**config.mk**
```make
export PLATFORM = sky130hd
export DESIGN_NAME = prf_div
export DESIGN_NICKNAME = d
export VERILOG_FILES = /design/src/sv/prf_div.sv
export SDC_FILE = /design/constraint.sdc
export NUM_CORES = 1
export LEC_CHECK = 0
export ABC_AREA = 1
export BUFFER_PORTS_ARGS = -buffer_cell sky130_fd_sc_hd__buf_2
export CORE_ASPECT_RATIO = 1.75
export CORE_MARGIN = 3
export CORE_UTILIZATION = 52
export DETAILED_ROUTE_END_ITERATION = 10
export GPL_ROUTABILITY_DRIVEN = 0
export HOLD_SLACK_MARGIN = 0.08
export PLACE_DENSITY_LB_ADDON = 0.15
export SKIP_CTS_REPAIR_TIMING = 1
export SYNTH_ARGS = -nofsm -noshare
export SYNTH_HDL_FRONTEND = slang
export SYNTH_SLANG_ARGS = --single-unit
```
**constraint.sdc**
```tcl
create_clock -name clock -period 3.7 [get_ports clock]
set_clock_uncertainty 0.15 [all_clocks]
set_input_delay 0.37 -clock clock [delete_from_list [all_inputs] [get_ports clock]]
set_output_delay 0.37 -clock clock [all_outputs]
set_load 0.01 [all_outputs]
```
**src/sv/prf_div.sv**
```systemverilog
// Restoring divider, one quotient bit per cycle.
// Depends on nothing but its parameters.
`default_nettype none

module prf_div #(
   parameter int DVD_W = 78,
   parameter int DVS_W = 54
) (
   input  wire logic             clock,
   input  wire logic             reset,
   input  wire logic             start,
   input  wire logic [DVD_W-1:0] dividend,
   input  wire logic [DVS_W-1:0] divisor,
   output logic                  done,
   output logic [DVD_W-1:0]      quotient
);

   localparam int CW = $clog2(DVD_W + 1);

   logic [DVD_W-1:0] quo_ff, quo_in;
   logic [DVS_W-1:0] rem_ff, rem_in;
   logic [DVS_W-1:0] dvs_ff;
   logic [CW-1:0]    cnt_ff, cnt_in;
   logic             busy_ff, busy_in;
   logic             done_ff, done_in;
   logic [DVS_W:0]   shifted;
   logic             ge;

   // One shift-and-subtract step.
   assign shifted = {rem_ff, quo_ff[DVD_W-1]};
   assign ge      = shifted >= {1'b0, dvs_ff};

   always_comb begin
      quo_in  = quo_ff;
      rem_in  = rem_ff;
      cnt_in  = cnt_ff;
      busy_in = busy_ff;
      done_in = 1'b0;
      if (start) begin
         quo_in  = dividend;
         rem_in  = '0;
         cnt_in  = CW'(DVD_W);
         busy_in = 1'b1;
      end else if (busy_ff) begin
         quo_in = {quo_ff[DVD_W-2:0], ge};
         rem_in = ge ? DVS_W'(shifted - {1'b0, dvs_ff}) : shifted[DVS_W-1:0];
         cnt_in = cnt_ff - 1'b1;
         if (cnt_ff == CW'(1)) begin
            busy_in = 1'b0;
            done_in = 1'b1;
         end
      end
   end

   always_ff @(posedge clock) begin
      if (reset) begin
         cnt_ff  <= '0;
         busy_ff <= 1'b0;
         done_ff <= 1'b0;
      end else begin
         cnt_ff  <= cnt_in;
         busy_ff <= busy_in;
         done_ff <= done_in;
      end
   end

   always_ff @(posedge clock) begin
      quo_ff <= quo_in;
      rem_ff <= rem_in;
      if (start) begin
         dvs_ff <= divisor;
      end
   end

   assign done     = done_ff;
   assign quotient = quo_ff;

endmodule

`default_nettype wire

```
Word level (Yosys, flattened, before mapping):

Cells that the tools add are included.

* add/subtract/negate cells: 2
* multipliers: 0
* div/mod/pow operators: 0
* order comparisons: 1
* equal/unequal tests: 1
* shift-type cells: 0
* multiplexer cells: 9
* bitwise logic cells: 1
* reduce and logical (&&, ||, !) cells: 3

Operator list (number)
* 2-to-1 mux 78 bit: 2
* >= comparator 55 x 54 -> 1 bit: 1
* 2-to-1 mux 54 bit: 1
* subtractor 54 bit: 1
* 2-to-1 mux 7 bit: 2
* == test 7 x 1 -> 1 bit (second input constant): 1
* subtractor 7 x 1 -> 7 bit (second input constant): 1
* 2-to-1 mux 1 bit: 4
* OR reduction 3 bit: 1
* nonzero test 2 bit: 1
* OR reduction 2 bit: 1
* NOT 1 bit: 1

* bits in registers: 195
* bits in latches: 0
* memory bits (writable): 0
* ROM bits: 0
* input port bits: 135
* output and inout bits: 79
* logic and storage cells: 24
* memories: 0

Depth between registers and ports, before layout:

Gate-level depths: netlist of the first run.

* depth after elaboration: 4
* gate-level depth with buffers: 17
* gate-level depth less buffers: 17

Worst setup path before layout of the first run:

OpenSTA, ideal clock, no wires.

* path type: input to register
* start: input port start
* end: register quo_ff[0], in the netlist quotient[0] (enable)
* library setup time: 0.473 ns
* arrival time: 3.142 ns
* data required time: 3.077 ns
* path slack: -0.065 ns
* cell stages on the path: 4
* path buffers: 2
* path through: clkbuf_1 > nor2_1 > clkinv_1 > clkbuf_1

* cells in the longest elaborated chain, start to end: 1

Ends and longest elaborated chain
* start, declared: RTL line 11 `input wire logic start,`
* nonzero test 2 bit (no source line)
* end signal, assigned: RTL line 68 `quo_ff <= quo_in;`
* end, declared: RTL line 20 `logic [DVD_W-1:0] quo_ff, quo_in;`

Every way passes these cells.
A chain may end at the register's enable or synchronous reset.

Final worst setup path of the first run:

* start: register dvs_ff[50]
* end: register rem_ff[24]

* cells in the longest elaborated chain, start to end: 2

Ends and longest elaborated chain
* start, declared: RTL line 22 `logic [DVS_W-1:0] dvs_ff;`
* start signal, assigned: RTL line 71 `dvs_ff <= divisor;`
* >= comparator 55 x 54 -> 1 bit: RTL line 31 `assign ge = shifted >= {1'b0, dvs_ff};`
* 2-to-1 mux 54 bit: RTL line 46 `rem_in = ge ? DVS_W'(shifted - {1'b0, dvs_ff}) : shifted[DVS_W-1:0];`
* end signal, assigned: RTL line 69 `rem_ff <= rem_in;`
* end, declared: RTL line 21 `logic [DVS_W-1:0] rem_ff, rem_in;`

Every way passes these cells.

==> results of run 1 <==
-- power by group through the flow --
| stage | registers, uW | clock network, uW | logic, uW |
|---|---|---|---|
| 6_report | 2570 | 1780 | 825 |
| 5_1_grt | 2590 | 1870 | 906 |
| 4_1_cts | 2570 | 1810 | 702 |
| 3_5_place_dp | 2610 | 0 | 701 |
| 3_3_place_gp | 2610 | 0 | 688 |
| 2_1_floorplan | 2650 | 0 | 360 |
-- final timing paths --
kind	depth (start not counted)	endpoint	slack, ns
worst max register to register	11	rem_ff[24]$_SDFFE_PP0P_	0.50
worst max-delay path	11	rem_ff[24]$_SDFFE_PP0P_	0.50
worst min register to register	2	rem_ff[50]$_SDFFE_PP0P_	0.32
worst min-delay path	1	dvs_ff[41]$_DFFE_PP_	0.26
-- Yosys cell counts --
master,instances,share of area
a21boi_0,1,0.00057
a21oi_1,28,0.011
a21oi_4,1,0.0012
a221oi_1,1,0.00067
a31oi_1,1,0.00048
and2_1,2,0.00095
and3_1,1,0.00048
buf_2,3,0.0011
buf_4,1,0.00057
buf_6,4,0.0034
clkbuf_1,40,0.011
clkinv_1,3,0.00086
dfxtp_1,63,0.096
edfxtp_1,132,0.30
fa_1,1,0.0015
ha_1,56,0.053
inv_1,414,0.12
inv_2,7,0.0020
nand2_1,833,0.24
nand2_2,3,0.0014
nand3_1,121,0.046
nand3_2,1,0.00076
nand3_4,2,0.0027
nand3b_1,5,0.0029
nand4_1,65,0.031
nor2_1,98,0.028
nor2_2,6,0.0029
nor2_4,1,0.00086
nor3_1,7,0.0027
nor3_2,1,0.00076
nor3b_1,1,0.00057
nor4_1,3,0.0014
o21a_1,1,0.00057
o21ai_0,11,0.0042
o21ai_1,22,0.0084
o21bai_1,5,0.0029
xnor2_1,26,0.017
xor2_1,1,0.00067
-- through the flow --
step / worst slack (ns) / utilization / hold WS (ns) / instances / power, uW
floorplan: 1.19 / - / 0.281 / 1972 / 3010
global placement: 0.578 / 0.586 / 0.307 / 2463 / 3300
detailed placement: 0.567 / 0.586 / 0.312 / 2463 / 3310
CTS: 0.554 / 0.608 / -0.0929 / 2495 / 5080
global route: 0.212 / 0.662 / 0.277 / 2629 / 5370
finish: 0.495 / 0.662 / 0.262 / 2629 / 5180
-- kinds of logic after synthesis --
| kind of cell | share of synthesized area |
|---|---|
| AOI/OAI and AO/OA | 0.0296 |
| xor gates and xnor gates | 0.0180 |
| adders and majority gates | 0.0549 |
| buffers and inverters | 0.138 |
| and+or+nand+nor | 0.362 |
| DFF | 0.398 |
-- state kept, by name, indices dropped and copies added, names as in the netlist --
signal and flops:
cnt_ff 7, done 1, rem_ff 54, dvs_ff 54
busy_ff 1, quotient 78
-- routing by layer --
metal	vias to the layer above	share of wire	track usage
li1	6697	-	-
met2	571	0.52	0.525
met3	201	0.064	0.0698
met4	0	0.078	0.212
met1	6134	0.34	0.286
met5	-	0	0
-- area by class of cell --
type,instances,share of cell area
Antenna cell,1,0.000153
Clock buffer,20,0.0273
Clock inverter,12,0.00573
Inverter,424,0.0974
Multi-Input combinational cell,1305,0.373
Sequential cell,195,0.319
Tap cell,312,0.0238
Timing Repair Buffer,360,0.154
==> run summary, run 1 <==
Status - finished, violations left
Failing checks - DRC
Commonest non-fill, non-tap cells in the layout - nand2_1 (833), inv_1 (413), buf_2 (212)
Synthesized Nets - 2164
Multi-input logic area - 6100 um^2
Final period util - 0.866
Vias - 13600
CTS tree - done
Initial antenna violation count - 1
Clock buffer depth - 2
Hold Startpoint - start
Crit-path max cell delay - 0.62 ns
Switching portion of total power - 0.278
Ys Warns - 0
Sequential fraction of the synthesis area - 0.398
Critical Path, Cell by Cell - inv_1, ha_1, a21oi_1, nand2_1, a21oi_1, nand2_1, a21oi_4, buf_4, nand4_1, nand3_1, o21ai_1
Drt drc - 9
Die W - 126 um
Largest net degree at the start of global routing - 61
Final Max Tran Viols - 0
Critical Path Source - dvs_ff[50]$_DFFE_PP_
IO Count - 214
Layout area overhead - 24.7%
CP Buf/Inv Count - 2
Slew HR - 0.474
Peak supply drop - 0.000363 V
Startpoint class of the critical path - flip-flop
First-pass DRT Iterations - 11
Combinational power share - 0.159
Least-Margin Pin Slew - 0.788 ns
Vias in the first global route - 12900
Worst hold path type - input pin to flip-flop
# clock sinks - 195
Clk pin slew, worst setup/hold paths - 0.07 ns
P_leak - 0.00886 uW
Routed wire per std cell - 16.1 um
Sequential share of power - 0.497
CP required - 3.87 ns
Avg Synthesized Cell Area - 6.66 um^2
DP Wirelength - 29.7 mm
DIE HEIGHT - 216 um
Post-route cell area - 16400 um^2
Internal Power - 3740 uW
Fin. Hold Viols - 0
Mapped Area - 13100 um^2
Iter 0 DRT Violations - 872
Commonest non-fill, non-tap cell in the layout - nand2_1
Max Clk Rate - 0.312 GHz
Port Buf Inserts - 213
Routed wire length - 42.4 mm
Unique masters post-synth - 38
H-tree depth - 4
Crit path max fanout - 31
Clk pwr share - 0.344
Core area - 24700 um^2
Register area - 5230 um^2
Crit path max-delay family - compound AO/OA/AOI/OAI gates
NumNets Final - 2495
Net switching power - 1440 uW
Final ANT Viol Nets - 0
First-pass GRT wire length - 62.5 mm
FP Rows - 76
Cell Area, Placed - 14500 um^2
Arrival @ worst endpoint - 3.38 ns
Crit end category - flip-flop
Share of cells above drive strength 1 - 0.122
Setup TNS Final - 0 ns
# fillers - 2230
Overflow after GRT - 0
# setup viols final - 0
R2R Path Start - dvs_ff[50]$_DFFE_PP_
Die area - 27300 um^2
Yosys reg bits - 195
Gr usage total - 0.291
Via-to-Cell Ratio - 5.17
Number of max-cap violations - 0
Root buffer cell - clkbuf_16
RSZ-0062 raised after global routing - no
CP Class - flip-flop to flip-flop
Post-layout min period - 3.20 ns
Clk_lat worst skew - 0.47 ns
Initial Utilization - 0.531
CTS Buf Count - 17
Mapped Cells - 1972
Pwr/cell area - 316 nW/um^2
Slowest library cell on the worst path - a21oi_4
(Power assumes the default switching activity.)
==> run 2, diff against run 1 <==
Settings changed: CORE_ASPECT_RATIO 1.75 to unset.
Clock period 3.7 ns to 2.9 ns, I/O delays scaled along.
==> run 2 against run 1 <==
The flow now finishes without violations. First-iteration DRC count rose by 41%. Largest power group unchanged. Flip-flop and latch count unchanged. Power up 31%. Critical endpoint is now rem_ff[48]$_SDFFE_PP0P_.
==> run summary, run 2 (same netlist as run 1, synthesis figures left out) <==
Initial Utilization - 0.535
# setup viols final - 0
Fin. Hold Viols - 0
DIE HEIGHT - 165 um
H-tree depth - 4
RSZ-0062 raised after global routing - no
Crit end category - flip-flop
Ant diodes - 0
Share of cells above drive strength 1 - 0.125
# clock sinks - 195
Max Clk Rate - 0.370 GHz
Vias in the first global route - 12100
Clock buffer depth - 2
Commonest non-fill, non-tap cell in the layout - nand2_1
CTS Buf Count - 17
Peak supply drop - 0.000313 V
Via-to-Cell Ratio - 5.12
Worst hold path type - flip-flop to flip-flop
NumNets Final - 2503
R2R Path Start - quotient[77]$_DFFE_PP_
CP required - 3.08 ns
Largest register FFs - 78
Crit path max fanout - 4
Pre-CTS WS - 0.220 ns
Status - finished, final reports clean
First-pass DRT Iterations - 6
Core Util, Final - 0.675
Gr usage total - 0.274
Placed cells - 2481
Clk_lat worst skew - 0.45 ns
Die area - 27200 um^2
Layout area overhead - 26.1%
Root buffer cell - clkbuf_16
Final Max Tran Viols - 0
Post-layout min period - 2.70 ns
IO Count - 214
Die W - 165 um
Arrival @ worst endpoint - 2.89 ns
Largest net degree at the start of global routing - 79
Number of max-cap violations - 0
Final Instance Count excl. Fillers - 2648
CP Class - flip-flop to flip-flop
Iter 0 DRT Violations - 1227
DP Wirelength - 28.4 mm
Port Buf Inserts - 213
Clk pin slew, worst setup/hold paths - 0.08 ns
FP Rows - 57
CTS tree - done
Core area - 24500 um^2
Routed wire length - 39.7 mm
Critical Path Source - quotient[77]$_DFFE_PP_
Slew HR - 0.463
Commonest non-fill, non-tap cells in the layout - nand2_1 (833), inv_1 (413), buf_2 (212)
Pwr/cell area - 409 nW/um^2
Drt drc - 0
Final ANT Viol Nets - 0
P_leak - 0.00893 uW
Startpoint class of the critical path - flip-flop
Final worst slack - 0.196 ns
First-pass GRT wire length - 59.3 mm
Least-Margin Pin Slew - 0.806 ns
Vias - 13600
Initial antenna violation count - 0
Overflow after GRT - 0
Hold Startpoint - rem_ff[39]$_SDFFE_PP0P_
Final period util - 0.933
Routed wire per std cell - 15.0 um
Setup TNS Final - 0 ns
[run 2: cell count changes in the layout (fill, tap and decap cells not counted), sizes merged]
cell,before,now
buf,227,234
clkbuf,20,18
clkinv,6,8
diode,1,0
dlygate4sd3,133,134
[run 2: layout make-up]
class                      count  area (um^2)
fill                        2169         7980
multi-input combinational   1305         6100
sequential                   195         5230
timing repair buffer         368         2620
inverter                     424         1590
clock buffer                  18          429
tap                          324          405
clock inverter                14          175
[run 2: routing by layer]
metal | GRT usage | routed length [um] | vias to the layer above
met1 | 0.366 | 16400 | 6104
met5 | 0 | 0 | -
met2 | 0.439 | 18300 | 652
li1 | - | - | 6711
met4 | 0.0949 | 1320 | 0
met3 | 0.0599 | 3600 | 95
[run 2: path summary, 6_finish.rpt]
check | cells past startpoint | to | slack, ns
setup reg to reg | 16 | rem_ff[48]$_SDFFE_PP0P_ | 0.20
hold reg to reg | 2 | rem_ff[39]$_SDFFE_PP0P_ | 0.33
setup / recovery | 16 | rem_ff[48]$_SDFFE_PP0P_ | 0.20
hold / removal | 2 | rem_ff[39]$_SDFFE_PP0P_ | 0.33
[run 2: report_power, final]
part | switching [uW] | internal [uW] | total, uW
registers | 95.9 | 3190 | 3290
clock network | 1250 | 1180 | 2430
logic | 612 | 445 | 1060
total | 1960 | 4810 | 6780
[run 2: worst max-delay path, stage by stage, from the launching register on]
cell      delay [ns]
edfxtp_1        0.39
inv_1           0.09
ha_1            0.14
inv_1           0.08
fa_1            0.45
nand2_1         0.10
nand3_1         0.08
nand3_1         0.08
nand2_1         0.15
nand2_1         0.11
nand2_1         0.20
nand2_1         0.19
nand3_1         0.09
nand2_1         0.07
nand3_1         0.09
nand3_1         0.08
nand2_1         0.05
[run 2: per-stage QoR]
step / total power (uW) / hold slack (ns) / cell area (um^2)
after global routing: 7040 / 0.339 / 16600
after CTS: 6650 / -0.165 / 15200
final: 6780 / 0.326 / 16600
after global placement: 4210 / 0.305 / 14600
after floorplan: 3840 / 0.209 / 13100
after detailed placement: 4230 / 0.311 / 14600
